**src/hdl/dual_wheel_encoder_period_capture_defines.svh**
```systemverilog
// ----------------------------------------------------------------------------
// Assertion macros for the dual wheel encoder period capture block
// Shared property forms; the including module provides clk_i and rst_ni.
// ----------------------------------------------------------------------------
`ifndef DUAL_WHEEL_ENCODER_PERIOD_CAPTURE_DEFINES_SVH
`define DUAL_WHEEL_ENCODER_PERIOD_CAPTURE_DEFINES_SVH

// Same-cycle implication, checked out of reset
`define DWEPC_ASSERT_NOW(lbl, ante, cons, msg) \
  lbl: assert property (@(posedge clk_i) disable iff (!rst_ni) (ante) |-> (cons)) \
    else $error(msg);

// Next-cycle implication, checked out of reset
`define DWEPC_ASSERT_NEXT(lbl, ante, cons, msg) \
  lbl: assert property (@(posedge clk_i) disable iff (!rst_ni) (ante) |=> (cons)) \
    else $error(msg);

`endif

```
**src/hdl/dwepc_pkg.sv**
```systemverilog
// ----------------------------------------------------------------------------
// dwepc_pkg
// Payload types, item codes and register constants of the wheel encoder block.
// ----------------------------------------------------------------------------
package dwepc_pkg;

  // Item codes
  localparam logic [1:0] MODE_TICK  = 2'd0;
  localparam logic [1:0] MODE_PULSE = 2'd1;
  localparam logic [1:0] MODE_CLEAR = 2'd2;

  // Register map
  localparam logic REG_PULSES_PER_CAPTURE = 1'b0;
  localparam int unsigned PADDR_WIDTH = 3;
  localparam logic [7:0] DEFAULT_PERIOD = 8'd3;

  typedef struct packed {
    logic [1:0] mode;
    logic       side;
    logic       forward;
  } in_t;

  typedef struct packed {
    logic signed [31:0] total_pulses;
    logic [15:0]        period_ticks;
    logic               speed_valid;
    logic               captured_now;
    logic               timer_overflow;
  } out_t;

endpackage

```
**src/hdl/dwepc_cfg.sv**
```systemverilog
// ----------------------------------------------------------------------------
// dwepc_cfg
// APB register slave holding the pulses-per-capture setting.
// ----------------------------------------------------------------------------
module dwepc_cfg (
  input  logic                              clk_i,
  input  logic                              rst_ni,
  input  logic                              psel,
  input  logic                              penable,
  input  logic                              pwrite,
  input  logic [dwepc_pkg::PADDR_WIDTH-1:0] paddr,
  input  logic [31:0]                       pwdata,
  output logic [31:0]                       prdata,
  output logic                              pready,
  output logic [7:0]                        period_o
);
  import dwepc_pkg::*;

  logic [7:0] period_q, period_d;
  logic       hit;

  assign hit    = (paddr[2] == REG_PULSES_PER_CAPTURE);
  assign pready = 1'b1;

  always_comb begin
    period_d = period_q;
    if (psel && penable && pwrite && hit) begin
      period_d = pwdata[7:0];
    end
  end

  always_ff @(posedge clk_i or negedge rst_ni) begin
    if (!rst_ni) begin
      period_q <= DEFAULT_PERIOD;
    end else begin
      period_q <= period_d;
    end
  end

  assign prdata   = hit ? {24'd0, period_q} : 32'd0;
  assign period_o = period_q;

endmodule

```
**src/hdl/dwepc_channel.sv**
```systemverilog
// ----------------------------------------------------------------------------
// dwepc_channel
// One wheel channel: pulse count, capture residue, tick timer, captured
// period and speed-valid flag, with the post-update status of the channel.
// ----------------------------------------------------------------------------
module dwepc_channel #(
  parameter int unsigned COUNT_WIDTH = 32,
  parameter int unsigned TIMER_WIDTH = 16
) (
  input  logic              clk_i,
  input  logic              rst_ni,
  input  logic              step_i,
  input  logic              sel_i,
  input  logic [1:0]        mode_i,
  input  logic              forward_i,
  input  logic [7:0]        period_i,
  output dwepc_pkg::out_t   status_o
);
  import dwepc_pkg::*;

  localparam logic [TIMER_WIDTH-1:0] TimerMax = '1;

  logic [COUNT_WIDTH-1:0] total_q, total_d;
  logic [7:0]             residue_q, residue_d;
  logic [TIMER_WIDTH-1:0] timer_q, timer_d;
  logic [TIMER_WIDTH-1:0] captured_q, captured_d;
  logic                   valid_q, valid_d;
  logic                   capture;
  logic [7:0]             period_eff;
  logic [8:0]             residue_inc;
  logic signed [63:0]     total_ext;
  logic [31:0]            period_ext;

  assign period_eff  = (period_i == 8'd0) ? 8'd1 : period_i;
  assign residue_inc = {1'b0, residue_q} + 9'd1;

  always_comb begin
    total_d    = total_q;
    residue_d  = residue_q;
    timer_d    = timer_q;
    captured_d = captured_q;
    valid_d    = valid_q;
    capture    = 1'b0;
    case (mode_i)
      MODE_TICK: begin
        if (timer_q != TimerMax) begin
          timer_d = timer_q + 1'b1;
        end
      end
      MODE_PULSE: begin
        if (sel_i) begin
          if (forward_i) begin
            total_d   = total_q + 1'b1;
            residue_d = (residue_inc >= {1'b0, period_eff}) ? 8'd0 : residue_inc[7:0];
          end else begin
            total_d   = total_q - 1'b1;
            residue_d = (residue_q == 8'd0 || residue_q >= period_eff) ?
                        period_eff - 8'd1 : residue_q - 8'd1;
          end
          // wrap of the residue closes one capture period
          if (residue_d == 8'd0) begin
            captured_d = timer_q;
            timer_d    = '0;
            valid_d    = 1'b1;
            capture    = 1'b1;
          end
        end
      end
      MODE_CLEAR: begin
        if (sel_i) begin
          valid_d = 1'b0;
        end
      end
      default: ;
    endcase
  end

  always_ff @(posedge clk_i or negedge rst_ni) begin
    if (!rst_ni) begin
      total_q    <= '0;
      residue_q  <= '0;
      timer_q    <= '0;
      captured_q <= '0;
      valid_q    <= 1'b0;
    end else if (step_i) begin
      total_q    <= total_d;
      residue_q  <= residue_d;
      timer_q    <= timer_d;
      captured_q <= captured_d;
      valid_q    <= valid_d;
    end
  end

  // sign-extend or truncate the count to the 32-bit field
  assign total_ext  = 64'(signed'(total_d));
  assign period_ext = 32'(captured_d);

  always_comb begin
    status_o.total_pulses   = total_ext[31:0];
    status_o.period_ticks   = period_ext[15:0];
    status_o.speed_valid    = valid_d;
    status_o.captured_now   = capture;
    status_o.timer_overflow = (timer_d == TimerMax);
  end

endmodule

```
**src/hdl/dual_wheel_encoder_period_capture.sv**
```systemverilog
// ----------------------------------------------------------------------------
// dual_wheel_encoder_period_capture
// Two-channel wheel encoder pulse counter with timer-based period capture.
// ----------------------------------------------------------------------------
// Accepts one item per clock while the result register drains, and returns one
// result word per item, in order. An item is held in the input register, both
// wheel channels update their state from it as it moves on, and the chosen
// side's updated status is loaded into the result register, from which the
// result is offered. Input is taken whenever the input register is empty or
// its item moves on, which it does when the result register is free or being
// drained in the same cycle. Set pulses_per_capture over APB while the block
// is idle.
`include "dual_wheel_encoder_period_capture_defines.svh"

module dual_wheel_encoder_period_capture #(
  parameter int unsigned COUNT_WIDTH = 32,
  parameter int unsigned TIMER_WIDTH = 16
) (
  input  logic                              clk_i,
  input  logic                              rst_ni,
  input  logic                              in_valid_i,
  output logic                              in_ready_o,
  input  dwepc_pkg::in_t                    in_data_i,
  output logic                              out_valid_o,
  input  logic                              out_ready_i,
  output dwepc_pkg::out_t                   out_data_o,
  input  logic                              psel,
  input  logic                              penable,
  input  logic                              pwrite,
  input  logic [dwepc_pkg::PADDR_WIDTH-1:0] paddr,
  input  logic [31:0]                       pwdata,
  output logic [31:0]                       prdata,
  output logic                              pready
);
  import dwepc_pkg::*;

  logic       in_valid_q, in_valid_d;
  in_t        in_q, in_d;
  logic       out_valid_q, out_valid_d;
  out_t       out_q, out_d;
  logic       advance;
  logic [7:0] period;
  out_t       status_left, status_right;

  dwepc_cfg u_cfg (
    .clk_i    (clk_i),
    .rst_ni   (rst_ni),
    .psel     (psel),
    .penable  (penable),
    .pwrite   (pwrite),
    .paddr    (paddr),
    .pwdata   (pwdata),
    .prdata   (prdata),
    .pready   (pready),
    .period_o (period)
  );

  dwepc_channel #(
    .COUNT_WIDTH (COUNT_WIDTH),
    .TIMER_WIDTH (TIMER_WIDTH)
  ) u_left (
    .clk_i     (clk_i),
    .rst_ni    (rst_ni),
    .step_i    (advance),
    .sel_i     (!in_q.side),
    .mode_i    (in_q.mode),
    .forward_i (in_q.forward),
    .period_i  (period),
    .status_o  (status_left)
  );

  dwepc_channel #(
    .COUNT_WIDTH (COUNT_WIDTH),
    .TIMER_WIDTH (TIMER_WIDTH)
  ) u_right (
    .clk_i     (clk_i),
    .rst_ni    (rst_ni),
    .step_i    (advance),
    .sel_i     (in_q.side),
    .mode_i    (in_q.mode),
    .forward_i (in_q.forward),
    .period_i  (period),
    .status_o  (status_right)
  );

  // move the held item into the result register when it is free or draining
  assign advance    = in_valid_q && (!out_valid_q || out_ready_i);
  assign in_ready_o = !in_valid_q || advance;

  always_comb begin
    in_valid_d = in_valid_q;
    in_d       = in_q;
    if (in_ready_o) begin
      in_valid_d = in_valid_i;
      in_d       = in_data_i;
    end
  end

  always_comb begin
    out_valid_d = out_valid_q;
    out_d       = out_q;
    if (advance) begin
      out_valid_d = 1'b1;
      out_d       = in_q.side ? status_right : status_left;
    end else if (out_ready_i) begin
      out_valid_d = 1'b0;
    end
  end

  always_ff @(posedge clk_i or negedge rst_ni) begin
    if (!rst_ni) begin
      in_valid_q  <= 1'b0;
      out_valid_q <= 1'b0;
    end else begin
      in_valid_q  <= in_valid_d;
      out_valid_q <= out_valid_d;
    end
  end

  always_ff @(posedge clk_i) begin
    in_q  <= in_d;
    out_q <= out_d;
  end

  assign out_valid_o = out_valid_q;
  assign out_data_o  = out_q;

  `DWEPC_ASSERT_NOW(a_capture_sets_valid, out_valid_q && out_q.captured_now, out_q.speed_valid, "capture without speed valid")
  `DWEPC_ASSERT_NOW(a_capture_clears_timer, out_valid_q && out_q.captured_now, !out_q.timer_overflow, "capture left timer saturated")
  `DWEPC_ASSERT_NEXT(a_advance_loads_result, advance, out_valid_q, "advanced item produced no result")

endmodule

```
**config.mk**
```make
export PLATFORM = sky130hd
export DESIGN_NAME = dual_wheel_encoder_period_capture
export DESIGN_NICKNAME = d
export VERILOG_FILES = /design/src/hdl/dwepc_pkg.sv /design/src/hdl/dwepc_cfg.sv /design/src/hdl/dwepc_channel.sv /design/src/hdl/dual_wheel_encoder_period_capture.sv
export VERILOG_INCLUDE_DIRS = /design/src /design/src/hdl
export SDC_FILE = /design/constraint.sdc
export NUM_CORES = 1
export LEC_CHECK = 0
export BUFFER_PORTS_ARGS = -buffer_cell sky130_fd_sc_hd__buf_2
export CAP_MARGIN = 0
export CORE_ASPECT_RATIO = 1.25
export CORE_MARGIN = 2
export CORE_UTILIZATION = 45
export DETAILED_ROUTE_END_ITERATION = 8
export GPL_TIMING_DRIVEN = 0
export PLACE_DENSITY_LB_ADDON = 0.05
export SYNTH_ARGS = -nofsm -noshare
export SYNTH_HDL_FRONTEND = slang
export SYNTH_SLANG_ARGS = --single-unit
```
**constraint.sdc**
```tcl
create_clock -name clk_i -period 14 [get_ports clk_i]
set_input_delay 2.8 -clock clk_i [delete_from_list [all_inputs] [get_ports clk_i]]
set_output_delay 2.8 -clock clk_i [all_outputs]
set_load 0.005 [all_outputs]
```
==> results.json <==
{
  "ys_top_cells_by_area": "sky130_fd_sc_hd__dfrtp_1 (24%), sky130_fd_sc_hd__edfxtp_1 (10%), sky130_fd_sc_hd__ha_1 (8.0%)",
  "critPathKind": "in2out",
  "synth_largest_area_cell": "sky130_fd_sc_hd__dfrtp_1",
  "ios": 132,
  "critical_path_at_ns": 3.60,
  "tritoncts_clock_tree": "built",
  "met3_usage_pct": 3.08,
  "finalWirelength_um": 50500,
  "place.detailed.hpwl_um": 37000,
  "area_growth_syn_to_layout_pct": 12.5,
  "yosys.cell_types.count": 91,
  "drv.max_cap_violation_count": 0,
  "number_of_buffers_inserted_during_clock_tree_synthesis": 25,
  "number_of_antenna_violations_at_the_first_check_in_global_routing": 0,
  "dieHeight_um": 213,
  "grt_pass1_vias": 13600,
  "worst_setup_path_end_kind": "output port",
  "final_common_cell": "sky130_fd_sc_hd__nand2_1",
  "power.static_leakage_nw": 7.80,
  "worst_slew_margin_relative_to_its_limit_pct": 23.1,
  "detail_route.iter0.violations": 961,
  "post_route_cells_drive_above_1_share_pct": 13.3,
  "via_count": 14000,
  "finalMaxSlewViolations": 0,
  "final_worst_path_period_share_pct": 45.7,
  "globalRouteMet2Util_pct": 48.2,
  "post_cts_resized": 0,
  "final_cell_mix": "sky130_fd_sc_hd__nand2_1 (234), sky130_fd_sc_hd__dfrtp_1 (154), sky130_fd_sc_hd__nor2_1 (138)",
  "tightest_pin_transition_ns": 1.15,
  "grt_most_used_layer": "met2",
  "postSynth.asyncResetShare_pct": 73.9,
  "layout.filler_cells": 3343,
  "synth_seq_cells": 211,
  "post-route-util_pct": 51.4,
  "drt-vias-per-instance": 5.80,
  "hold_viol_final": 0,
  "globalRouteTotalUtil_pct": 27.7,
  "share_of_synthesized_area_occupied_by_flip_flops_and_latches_pct": 35.2,
  "initial_utilization_pct": 45.7,
  "period_needed_ns": 6.40,
  "post_cts.repair.setup_buffers": 0,
  "gp_congestion": 0.950,
  "hold_buffers": 0,
  "unrepaired_setup_endpoints_after_global_routing": "no",
  "final_cell_count_no_fill": 2412,
  "yosys_warnings": 0,
  "drt_first_pass_iters": 7,
  "grt_remaining_overflow": 0,
  "number_of_remaining_drc_errors": 0,
  "ctsHtreeMaxLevel": 1,
  "die_w_um": 172,
  "cts_max_path_buffers": 3,
  "cp_data_required_time_ns": 11.20,
  "synth_area_per_cell_um2": 8.80,
  "grt_start_max_net_pins": 96,
  "ant_nets": 0,
  "place_inst": 2366,
  "ys_dominant_reg_cell": "sky130_fd_sc_hd__dfrtp_1",
  "startpoint_type": "primary input",
  "clockRootBuffer": "sky130_fd_sc_hd__clkbuf_16",
  "critPathMaxFanout": 6,
  "hp-class": "reg2reg",
  "insertion_delay_ns": 0.57,
  "timing.final.ws_setup_ns": 7.60,
  "port_buffers": 79,
  "synth-edff-count": 55,
  "synthDominantCellAreaShare_pct": 24.4,
  "routedWlPerCell_um": 20.9,
  "clock_skew_ns": 0.0201,
  "cellPowerDensity_nw_per_um2": 193,
  "rows": 76,
  "clk_pin_slew_worst_paths_ns": 0.06,
  "max_clk_rate_mhz": 156,
  "grt_pass1_wl_um": 77800,
  "core-area_um2": 34500,
  "vdd_ir_drop_max_v": 0.0000975,
  "outcome": "complete, no violations",
  "design.die.area_um2": 36600,
  "setup-violations-final": 0,
  "cells_after_synth": 1793,
  "diodes": 0,
  "netlist_area_um2": 15800,
  "pwr_total_mw": 3.42,
  "setup_ws_pre_cts_ns": 7.58,
  "grtUsageMet1_pct": 35.0,
  "cts_num_sinks": 211,
  "final_net_count": 2074,
  "totalNegativeSetupSlack_ns": 0
}
-- cells by family after synthesis --
group / count (synthesis) / synth area share [%]
other: 2 / 0.0476
AND/OR/NAND/NOR: 590 / 17.4
AO/OA/AOI/OAI: 499 / 20.6
XOR/XNOR: 92 / 5.11
adder cells (fa/ha/maj): 104 / 8.32
flip-flops: 211 / 35.2
buffers and inverters: 184 / 5.18
multiplexers: 111 / 8.16
-- through the flow --
step,cell area [um^2],hold WS [ns]
after floorplan,15900,0.450
after global placement,16800,0.465
after detailed placement,16900,0.471
after CTS,17800,0.484
after global routing,17800,0.517
final,17800,0.483
-- path summary, 6_finish.rpt --
kind	slack, ns	cells past startpoint	to	startpoint
max in group asynchronous	10.92	2	u_left.timer_q[6]$_DFFE_PN0P_	rst_ni
setup reg to reg	7.90	18	out_data_o[4]$_DFFE_PP_	u_cfg.period_o[2]$_DFFE_PN0P_
hold / removal	0.48	2	u_right.captured_q[15]$_DFFE_PN0P_	u_right.captured_q[15]$_DFFE_PN0P_
setup / recovery	7.60	3	in_ready_o	out_ready_i
hold reg to reg	0.48	2	u_right.captured_q[15]$_DFFE_PN0P_	u_right.captured_q[15]$_DFFE_PN0P_
min in group asynchronous	2.17	1	u_cfg.period_o[7]$_DFFE_PN0P_	rst_ni
-- cell type report --
cell class                      instances  area [um^2]  area share [%]
Clock buffer                           33          707            3.98
Timing Repair Buffer                   82          480            2.71
Clock inverter                         13          113           0.634
Multi-Input combinational cell       1421         9490            53.5
Tap cell                              468          586            3.30
Sequential cell                       211         5560            31.3
Buffer                                132          627            3.53
Inverter                               52          195            1.10
-- cell usage after synthesis, drive strengths merged, types with 19 or more instances --
master and instances:
nand3 45, mux2 61, ha 101, nand4 22, a21o 33, xor2 34
and3 19, nand2 234, clkbuf 81, inv 52, a211oi 32, xnor2 58
nor3 34, nor2 138, dfrtp 154, edfxtp 55, buf 51, mux2i 42
o21ai 138, a21oi 124
-- state kept, by name, indices dropped and copies added (netlist names) --
register	count
u_cfg.period_o	8
out_valid_o	1
u_left.total_q	32
u_left.timer_q	16
out_data_o	51
in_q	4
u_right.residue_q	8
in_valid_q	1
u_left.residue_q	8
u_right.total_q	32
u_right.captured_q	16
u_right.valid_q	1
u_left.captured_q	16
u_left.valid_q	1
u_right.timer_q	16
-- critical path, stage by stage --
cell and delay (ns):
sky130_fd_sc_hd__buf_2 0.10, sky130_fd_sc_hd__nand3b_1 0.42, sky130_fd_sc_hd__buf_2 0.27
-- where the power goes --
group	switching [mW]	total [mW]	internal, mW
clock network	0.288	0.664	0.376
logic	1.06	1.80	0.739
registers	0.146	0.959	0.813
total	1.50	3.42	1.93
-- layer usage --
layer | wire [um] | up-vias | share of wire (%)
met5 | 0 | - | 0
met4 | 1970 | 0 | 3.9
met3 | 2370 | 102 | 4.7
met2 | 24500 | 413 | 48
met1 | 21700 | 6698 | 43
li1 | - | 6779 | -
Power figures use the tool's default switching activity.
